**src/hw/rtl/ssq_pkg.sv**
```systemverilog
// ssq_pkg: shared types and constants for the stepper step sequencer
// no dependencies

package ssq_pkg;

  localparam int POS_W       = 16;
  localparam int DELAY_W     = 24;
  localparam int CFG_IDX_W   = 2;
  localparam int CFG_DATA_W  = 24;
  localparam int TIMER_W_DEF = 24;

  localparam logic [POS_W-1:0]   SPR_RESET   = 16'd200;
  localparam logic [DELAY_W-1:0] DELAY_RESET = 24'd6000;

  localparam logic [CFG_IDX_W-1:0] CFG_STEPS_PER_REV = 2'd0;
  localparam logic [CFG_IDX_W-1:0] CFG_STEP_DELAY_US = 2'd1;

  localparam logic ACT_TICK = 1'b0;
  localparam logic ACT_MOVE = 1'b1;

  typedef struct packed {
    logic [POS_W-1:0]   steps_per_rev;
    logic [DELAY_W-1:0] step_delay_us;
  } cfg_t;

  typedef struct packed {
    logic             coil_a;
    logic             coil_b;
    logic             stepped;
    logic             busy_res;
    logic [POS_W-1:0] position;
    logic [POS_W-1:0] remaining;
  } res_t;

endpackage

```
**src/hw/rtl/ssq_in_if.sv**
```systemverilog
// ssq_in_if: input item channel (valid/ready with action and move_steps)
// depends on ssq_pkg

interface ssq_in_if;
  import ssq_pkg::*;

  logic                    valid;
  logic                    ready;
  logic                    action;
  logic signed [POS_W-1:0] move_steps;

  modport source (output valid, action, move_steps, input ready);
  modport sink (input valid, action, move_steps, output ready);
endinterface

```
**src/hw/rtl/ssq_out_if.sv**
```systemverilog
// ssq_out_if: result channel (valid/ready with coil levels and motion status)
// depends on ssq_pkg

interface ssq_out_if;
  import ssq_pkg::*;

  logic             valid;
  logic             ready;
  logic             coil_a;
  logic             coil_b;
  logic             stepped;
  logic             busy_res;
  logic [POS_W-1:0] position;
  logic [POS_W-1:0] remaining;

  modport source (output valid, coil_a, coil_b, stepped, busy_res, position, remaining,
                  input ready);
  modport sink (input valid, coil_a, coil_b, stepped, busy_res, position, remaining,
                output ready);
endinterface

```
**src/hw/rtl/ssq_cfg_if.sv**
```systemverilog
// ssq_cfg_if: configuration write channel (valid/ready, register index, data)
// depends on ssq_pkg

interface ssq_cfg_if;
  import ssq_pkg::*;

  logic                  valid;
  logic                  ready;
  logic [CFG_IDX_W-1:0]  index;
  logic [CFG_DATA_W-1:0] data;

  modport source (output valid, index, data, input ready);
  modport sink (input valid, index, data, output ready);
endinterface

```
**src/hw/rtl/ssq_cfg_regs.sv**
```systemverilog
// ssq_cfg_regs: steps per revolution and step delay registers
// depends on ssq_pkg

module ssq_cfg_regs (
  input  logic                           clk,
  input  logic                           rst_n,
  input  logic                           wr_en,
  input  logic [ssq_pkg::CFG_IDX_W-1:0]  wr_index,
  input  logic [ssq_pkg::CFG_DATA_W-1:0] wr_data,
  output ssq_pkg::cfg_t                  cfg
);
  import ssq_pkg::*;

  cfg_t cfg_r;
  cfg_t cfg_nxt;

  always_comb begin
    cfg_nxt = cfg_r;
    if (wr_en) begin
      case (wr_index)
        CFG_STEPS_PER_REV: cfg_nxt.steps_per_rev = wr_data[POS_W-1:0];
        CFG_STEP_DELAY_US: cfg_nxt.step_delay_us = wr_data[DELAY_W-1:0];
        default:           cfg_nxt = cfg_r;
      endcase
    end
  end

  always_ff @(posedge clk) begin
    if (!rst_n) begin
      cfg_r.steps_per_rev <= SPR_RESET;
      cfg_r.step_delay_us <= DELAY_RESET;
    end else begin
      cfg_r <= cfg_nxt;
    end
  end

  assign cfg = cfg_r;
endmodule

```
**src/hw/rtl/ssq_motion.sv**
```systemverilog
// ssq_motion: motion state (position, direction, pending steps, elapsed timer)
// and the per-beat step decision; depends on ssq_pkg

module ssq_motion #(
  parameter int TIMER_WIDTH = ssq_pkg::TIMER_W_DEF
) (
  input  logic                           clk,
  input  logic                           rst_n,
  input  logic                           accept,
  input  logic                           action,
  input  logic signed [ssq_pkg::POS_W-1:0] move_steps,
  input  ssq_pkg::cfg_t                  cfg,
  output ssq_pkg::res_t                  res
);
  import ssq_pkg::*;

  localparam int CMP_W = (TIMER_WIDTH > DELAY_W) ? TIMER_WIDTH : DELAY_W;
  localparam logic [TIMER_WIDTH-1:0] TIMER_MAX = {TIMER_WIDTH{1'b1}};

  logic [POS_W-1:0]       pos_r, pos_nxt;
  logic                   fwd_r, fwd_nxt;
  logic [POS_W-1:0]       pend_r, pend_nxt;
  logic [TIMER_WIDTH-1:0] elapsed_r, elapsed_nxt;

  logic [TIMER_WIDTH-1:0] elapsed_inc;
  logic [POS_W-1:0]       rev;
  logic [POS_W-1:0]       pos_adv;
  logic [POS_W:0]         pos_plus;
  logic                   take_step;

  always_comb begin
    rev      = (cfg.steps_per_rev == '0) ? POS_W'(1) : cfg.steps_per_rev;
    pos_plus = {1'b0, pos_r} + (POS_W+1)'(1);
    if (fwd_r) begin
      pos_adv = (pos_plus >= {1'b0, rev}) ? '0 : pos_plus[POS_W-1:0];
    end else begin
      pos_adv = (pos_r == '0 || pos_r >= rev) ? rev - POS_W'(1) : pos_r - POS_W'(1);
    end

    elapsed_inc = (elapsed_r == TIMER_MAX) ? elapsed_r : elapsed_r + TIMER_WIDTH'(1);
    take_step   = (pend_r != '0)
               && ((CMP_W'(elapsed_inc) >= CMP_W'(cfg.step_delay_us))
                   || (elapsed_inc == TIMER_MAX));

    pos_nxt     = pos_r;
    fwd_nxt     = fwd_r;
    pend_nxt    = pend_r;
    elapsed_nxt = elapsed_r;
    res.stepped = 1'b0;

    case (action)
      ACT_MOVE: begin
        if (move_steps[POS_W-1]) begin
          fwd_nxt  = 1'b0;
          pend_nxt = POS_W'(-move_steps);
        end else begin
          if (move_steps != '0) fwd_nxt = 1'b1;
          pend_nxt = move_steps;
        end
      end
      ACT_TICK: begin
        elapsed_nxt = elapsed_inc;
        if (take_step) begin
          elapsed_nxt = '0;
          pos_nxt     = pos_adv;
          pend_nxt    = pend_r - POS_W'(1);
          res.stepped = 1'b1;
        end
      end
      default: ;
    endcase

    // phase table on position mod 4
    res.coil_a    = pos_nxt[1] ^ pos_nxt[0];
    res.coil_b    = ~pos_nxt[1];
    res.busy_res  = (pend_nxt != '0);
    res.position  = pos_nxt;
    res.remaining = pend_nxt;
  end

  always_ff @(posedge clk) begin
    if (!rst_n) begin
      pos_r     <= '0;
      fwd_r     <= 1'b0;
      pend_r    <= '0;
      elapsed_r <= TIMER_MAX;
    end else if (accept) begin
      pos_r     <= pos_nxt;
      fwd_r     <= fwd_nxt;
      pend_r    <= pend_nxt;
      elapsed_r <= elapsed_nxt;
    end
  end
endmodule

```
**src/hw/rtl/ssq_out_reg.sv**
```systemverilog
// ssq_out_reg: result register holding one beat until the receiver takes it
// depends on ssq_pkg

module ssq_out_reg (
  input  logic          clk,
  input  logic          rst_n,
  input  logic          load,
  input  ssq_pkg::res_t load_data,
  input  logic          take,
  output logic          can_load,
  output logic          valid,
  output ssq_pkg::res_t data
);
  import ssq_pkg::*;

  logic valid_r, valid_nxt;
  res_t data_r;

  assign can_load  = !valid_r || take;
  assign valid_nxt = load || (valid_r && !take);

  always_ff @(posedge clk) begin
    if (!rst_n) begin
      valid_r <= 1'b0;
    end else begin
      valid_r <= valid_nxt;
    end
  end

  always_ff @(posedge clk) begin
    if (load) begin
      data_r <= load_data;
    end
  end

  assign valid = valid_r;
  assign data  = data_r;
endmodule

```
**src/hw/rtl/stepper_step_sequencer_core.sv**
```systemverilog
// stepper_step_sequencer_core: top level of the two-wire stepper step sequencer
// depends on ssq_pkg, ssq_in_if, ssq_out_if, ssq_cfg_if, ssq_cfg_regs,
// ssq_motion and ssq_out_reg
//
// in_ch carries one beat per item: action 0 is a one microsecond tick, action 1
// a move with a signed step count in move_steps. out_ch returns exactly one
// beat per input beat: coil levels, step flag, busy flag, position and steps
// remaining after that item. cfg_ch writes steps_per_rev (index 0) and
// step_delay_us (index 1); other indexes are ignored, cfg_ch is always ready.
// Write configuration only while no result is outstanding.
// the result is registered and is valid in the cycle after the beat is accepted
// throughput: one item per cycle unless out_ch stalls, set by the single
// result register; motion state updates in the same cycle the beat is taken
// in_ch.ready is high while the result register is empty or being emptied, so
// a stalled receiver holds one result and stops input after that
// reset (rst_n low, synchronous): position 0, reverse direction, no steps
// pending, elapsed timer saturated, registers 200 and 6000, no result held

module stepper_step_sequencer_core #(
  parameter int TIMER_WIDTH = ssq_pkg::TIMER_W_DEF
) (
  input logic      clk,
  input logic      rst_n,
  ssq_in_if.sink   in_ch,
  ssq_out_if.source out_ch,
  ssq_cfg_if.sink  cfg_ch
);
  import ssq_pkg::*;

  cfg_t cfg;
  res_t res;
  res_t res_q;
  logic can_load;
  logic in_accept;

  assign cfg_ch.ready = 1'b1;
  assign in_ch.ready  = can_load;
  assign in_accept    = in_ch.valid && can_load;

  ssq_cfg_regs u_cfg (
    .clk      (clk),
    .rst_n    (rst_n),
    .wr_en    (cfg_ch.valid),
    .wr_index (cfg_ch.index),
    .wr_data  (cfg_ch.data),
    .cfg      (cfg)
  );

  ssq_motion #(
    .TIMER_WIDTH (TIMER_WIDTH)
  ) u_motion (
    .clk        (clk),
    .rst_n      (rst_n),
    .accept     (in_accept),
    .action     (in_ch.action),
    .move_steps (in_ch.move_steps),
    .cfg        (cfg),
    .res        (res)
  );

  ssq_out_reg u_out (
    .clk       (clk),
    .rst_n     (rst_n),
    .load      (in_accept),
    .load_data (res),
    .take      (out_ch.ready),
    .can_load  (can_load),
    .valid     (out_ch.valid),
    .data      (res_q)
  );

  assign out_ch.coil_a    = res_q.coil_a;
  assign out_ch.coil_b    = res_q.coil_b;
  assign out_ch.stepped   = res_q.stepped;
  assign out_ch.busy_res  = res_q.busy_res;
  assign out_ch.position  = res_q.position;
  assign out_ch.remaining = res_q.remaining;
endmodule
```
**src/flat_wrapper.sv**
```systemverilog
// flat-port wrapper written by rule: the top's interface ports become plain ports
module stepper_step_sequencer_core_flat import ssq_pkg::*;
#(
  parameter int TIMER_WIDTH = ssq_pkg::TIMER_W_DEF
)
  (clk, rst_n, in_ch_valid, in_ch_action, in_ch_move_steps, in_ch_ready, out_ch_valid, out_ch_coil_a, out_ch_coil_b, out_ch_stepped, out_ch_busy_res, out_ch_position, out_ch_remaining, out_ch_ready, cfg_ch_valid, cfg_ch_index, cfg_ch_data, cfg_ch_ready);
  ssq_in_if in_ch_i ();
  ssq_out_if out_ch_i ();
  ssq_cfg_if cfg_ch_i ();
  input logic clk;
  input logic rst_n;
  input wire logic [$bits(in_ch_i.valid)-1:0] in_ch_valid;
  input wire logic [$bits(in_ch_i.action)-1:0] in_ch_action;
  input wire logic [$bits(in_ch_i.move_steps)-1:0] in_ch_move_steps;
  output wire logic [$bits(in_ch_i.ready)-1:0] in_ch_ready;
  output wire logic [$bits(out_ch_i.valid)-1:0] out_ch_valid;
  output wire logic [$bits(out_ch_i.coil_a)-1:0] out_ch_coil_a;
  output wire logic [$bits(out_ch_i.coil_b)-1:0] out_ch_coil_b;
  output wire logic [$bits(out_ch_i.stepped)-1:0] out_ch_stepped;
  output wire logic [$bits(out_ch_i.busy_res)-1:0] out_ch_busy_res;
  output wire logic [$bits(out_ch_i.position)-1:0] out_ch_position;
  output wire logic [$bits(out_ch_i.remaining)-1:0] out_ch_remaining;
  input wire logic [$bits(out_ch_i.ready)-1:0] out_ch_ready;
  input wire logic [$bits(cfg_ch_i.valid)-1:0] cfg_ch_valid;
  input wire logic [$bits(cfg_ch_i.index)-1:0] cfg_ch_index;
  input wire logic [$bits(cfg_ch_i.data)-1:0] cfg_ch_data;
  output wire logic [$bits(cfg_ch_i.ready)-1:0] cfg_ch_ready;
  assign in_ch_i.valid = in_ch_valid;
  assign in_ch_i.action = in_ch_action;
  assign in_ch_i.move_steps = in_ch_move_steps;
  assign in_ch_ready = in_ch_i.ready;
  assign out_ch_valid = out_ch_i.valid;
  assign out_ch_coil_a = out_ch_i.coil_a;
  assign out_ch_coil_b = out_ch_i.coil_b;
  assign out_ch_stepped = out_ch_i.stepped;
  assign out_ch_busy_res = out_ch_i.busy_res;
  assign out_ch_position = out_ch_i.position;
  assign out_ch_remaining = out_ch_i.remaining;
  assign out_ch_i.ready = out_ch_ready;
  assign cfg_ch_i.valid = cfg_ch_valid;
  assign cfg_ch_i.index = cfg_ch_index;
  assign cfg_ch_i.data = cfg_ch_data;
  assign cfg_ch_ready = cfg_ch_i.ready;
  stepper_step_sequencer_core #(.TIMER_WIDTH(TIMER_WIDTH)) u_core (.clk(clk), .rst_n(rst_n), .in_ch(in_ch_i), .out_ch(out_ch_i), .cfg_ch(cfg_ch_i));
endmodule
```
**config.mk**
```make
export PLATFORM = sky130hd
export DESIGN_NAME = stepper_step_sequencer_core_flat
export DESIGN_NICKNAME = d
export VERILOG_FILES = /design/src/hw/rtl/ssq_pkg.sv /design/src/hw/rtl/ssq_in_if.sv /design/src/hw/rtl/ssq_out_if.sv /design/src/hw/rtl/ssq_cfg_if.sv /design/src/hw/rtl/ssq_cfg_regs.sv /design/src/hw/rtl/ssq_motion.sv /design/src/hw/rtl/ssq_out_reg.sv /design/src/hw/rtl/stepper_step_sequencer_core.sv /design/src/flat_wrapper.sv
export SDC_FILE = /design/constraint.sdc
export NUM_CORES = 1
export LEC_CHECK = 0
export BUFFER_PORTS_ARGS = -buffer_cell sky130_fd_sc_hd__buf_4
export CORE_MARGIN = 2
export CORE_UTILIZATION = 65
export DETAILED_ROUTE_END_ITERATION = 10
export GPL_ROUTABILITY_DRIVEN = 0
export GPL_TIMING_DRIVEN = 0
export PLACE_DENSITY = 0.84
export REMOVE_ABC_BUFFERS = 1
export SLEW_MARGIN = 20
export SYNTH_ARGS = -nofsm -noshare
export SYNTH_HDL_FRONTEND = slang
export SYNTH_SLANG_ARGS = --single-unit
```
**constraint.sdc**
```tcl
create_clock -name clk -period 7.2 [get_ports clk]
set_input_delay 0.72 -clock clk [delete_from_list [all_inputs] [get_ports clk]]
set_output_delay 0.72 -clock clk [all_outputs]
set_load 0.02 [all_outputs]
```
==> metrics.txt <==
global-route wire length before repair 36920 um; Sink Count 134; biggest fanout along the worst timing path 26; total negative setup slack 0 ns; initial core utilization 0.6662; data required time of the critical path 7.51 ns; result of the run finished clean; total of flip-flops plus latches after synthesis 134; slew margin rel. 0.2929; remaining global-route overflow 0; worst hold-check path type reg2reg; met1 global-route usage 0.4006; buffers inserted by post-CTS timing repair 0; P_leak 4.447 nW; max-slew violation total from the final report 0; post-synthesis sequential area ratio 0.3278; Die Area 0.01525 mm^2; global-route met2 utilization 0.4986; post-synthesis to final-layout area growth 12.94%; Vias per Instance 6.100; cell row count 43; vias after detailed routing 8351; ports placed on the boundary 87; buffer levels on the longest clock path 2; number of instances in the synthesized netlist 1136; via count of the first global-routing pass 7741; category of the worst setup path capture point flop; Setup crit start kind flop; detailed-placement wirelength estimate 15300 um; clock root buffer clkbuf_16; H-tree depth reported by CTS 4; cell area power density 268.1 mW/mm^2; final instance area 0.01049 mm^2; fillers 1070; Clock Skew 0.01206 ns; count of flip-flops with a built-in enable after synthesis 36; post-route minimum period 5.919 ns; final critical-path share of the clock period 0.8221; width of the die 123.5 um; start point of the worst min-delay path u_core.u_cfg.cfg[20]; warnings from Yosys 0; final count of negative-setup-slack endpoints 0; Worst R2R Setup Slack 1.28 ns; number of hold buffers added after cts 0; RR Endpoint u_core.u_motion.pos_r[3]; category of the most critical setup path reg2reg; fraction of final layout cells with drive strength greater than 1 0.1329; DRT Wirelength 22360 um; routed wire length per instance 16.33 um; ys flop type dfxtp_1; maximum number of pins on one net before global-route repair 99; fmax 168.9 MHz; startpoint of the worst-slack reg-to-reg timing path u_core.u_motion.elapsed_r[0]; transition at the pin with the smallest max-transition slack 1.058 ns; number of DRC markers after the initial detailed-route iteration 738; number of cell instances on the worst register-to-register path 19; number of clock buffers inserted by TritonCTS 17; number of max-cap violations 0; number of hold violations in the final report 0; number of port buffers 85; data arrival at the endpoint of the critical path 6.23 ns; RSZ-0062 raised after global routing false; count of nets after finishing 1287; die outline height 123.5 um; DR DRC count 0; post-synthesis average cell area 8.172 um^2; diode insertion count for antenna repair 0; source-to-sink clock delay at the later pin of the worst-skew pair 0.44 ns; worst hold path stage count 2; area of placed instances 0.009873 mm^2; share of the synthesized area in the top cell type 0.2113; core area 0.01393 mm^2; global route hottest layer met2; highest-count cells in the layout ignoring fill and taps nand2_1 (206), dfxtp_1 (98), buf_4 (87), inv_1 (64), ha_1 (63); most common library cell in the layout ignoring fill and taps nand2_1; GR Util All Layers 0.3059; total standard cell area after synthesis 0.009284 mm^2; largest area contributor in the synthesized netlist dfxtp_1; clock slew seen by the registers of the worst setup and hold paths 0.06 ns; antenna violations before repair 0; highest ir drop seen on vdd 0.1534 mV; post-synthesis cell type count 86; Post-DRT Antenna Nets 0; GR met3 Demand/Resource 0.05258; hold worst-path end u_core.u_cfg.cfg[20]; number of gates resized after CTS 0; Synth async-reset ratio 0; synth top area cells dfxtp_1 (21%), edfxtp_1 (12%), ha_1 (8.5%), nand2_1 (8.3%), xnor2_1 (4.2%); first-pass iteration count of the detailed router 7; CTS tree yes
[synth_stat cells, types with 6 or more instances]
cell	n
a21boi_0	31
a21boi_1	13
a21o_1	10
a21oi_1	31
and2_1	8
and3_1	19
and4_1	8
buf_2	15
clkbuf_1	42
dfxtp_1	98
edfxtp_1	36
ha_1	63
inv_1	65
mux2i_1	7
nand2_1	206
nand2b_1	26
nand3_1	56
nand4_1	22
nor2_1	60
nor2b_1	6
nor3_1	17
nor3b_1	14
nor4_1	16
o211a_1	8
o211ai_1	10
o21ai_0	42
o21ai_1	9
o21ai_2	7
o311ai_0	8
xnor2_1	45
xor2_1	31
[registers in the layout, indices dropped and copies added, names as in the netlist]
register and flops:
u_core.u_cfg.cfg 40, u_core.u_motion.pos_r 16, u_core.u_out.valid 1, u_core.u_out.data 36, u_core.u_motion.elapsed_r 24, u_core.u_motion.pend_r 16, u_core.u_motion.fwd_r 1
[where the power goes]
part / total, mW / internal, mW / switching, mW
combinational: 0.957 / 0.395 / 0.562
clock: 0.912 / 0.575 / 0.337
sequential: 0.942 / 0.863 / 0.0794
total: 2.81 / 1.83 / 0.978
[cells by family (layout without fill, tap and decap cells)]
kind of cell	Yosys count	after routing	share of synthesized area
flops	134	134	0.3278
other cells	1	1	0.0004039
xor+xnor	77	77	0.07345
buf+inv	134	187	0.06294
mux	17	17	0.01968
simple gates	488	488	0.2612
compound gates	222	222	0.1697
fa+ha+maj	63	63	0.08491
[metal layers]
layer  up-vias  part of all wire
met4         0             0.026
met5         -                 0
met3        52             0.065
li1       4083                 -
met2       346              0.47
met1      3870              0.44
[cell type report]
cell class	count	area, um^2	area share
Sequential cell	134	3043	0.2902
Tap cell	180	225.2	0.02148
Inverter	65	244.0	0.02327
Clock buffer	18	429.2	0.04093
Clock inverter	14	181.4	0.01730
Timing Repair Buffer	90	683.2	0.06515
Multi-Input combinational cell	868	5679	0.5416
[worst max-delay path, stage by stage, from the launching register on]
cell,delay [ns]
dfxtp_1,0.45
ha_1,0.36
and2_1,0.34
and3_4,0.35
nand3_2,0.30
and2_0,0.36
and3_1,0.24
xor2_1,0.16
ha_1,0.30
o21a_1,0.13
nor2_1,0.04
nor4_1,0.23
nand2_1,0.13
a2111o_1,0.50
nand3_4,0.21
nand2_2,0.35
nor2_4,0.64
nand2_1,0.39
nor2_1,0.24
nor3b_1,0.08
[metrics by stage]
step / total power, mW / setup WS [ns] / utilization / hold slack, ns / cells
floorplan: 1.617 / 0.7460 / - / 0.4434 / 1067
finish: 2.811 / 1.281 / 0.7524 / 0.4652 / 1369
CTS: 2.801 / 1.334 / 0.7524 / 0.4691 / 1369
global route: 2.962 / 0.9215 / 0.7524 / 0.4872 / 1369
global placement: 1.854 / -0.9519 / 0.7038 / 0.4543 / 1332
detailed placement: 1.884 / 1.415 / 0.7085 / 0.4601 / 1337
[how the worst max path moves through the flow]
stage,startpoint,end,cells past startpoint
6_report,u_core.u_motion.elapsed_r[0],u_core.u_motion.pos_r[3],19
4_1_cts,u_core.u_motion.elapsed_r[0],u_core.u_motion.pos_r[3],19
3_3_place_gp,u_core.u_cfg.cfg[29],u_core.u_out.data[30],19
5_1_grt,u_core.u_motion.elapsed_r[0],u_core.u_motion.pos_r[3],19
2_1_floorplan,u_core.u_cfg.cfg[29],u_core.u_out.data[24],19
3_5_place_dp,u_core.u_motion.elapsed_r[0],u_core.u_motion.pos_r[6],19
Power figures use the tool's default switching activity.
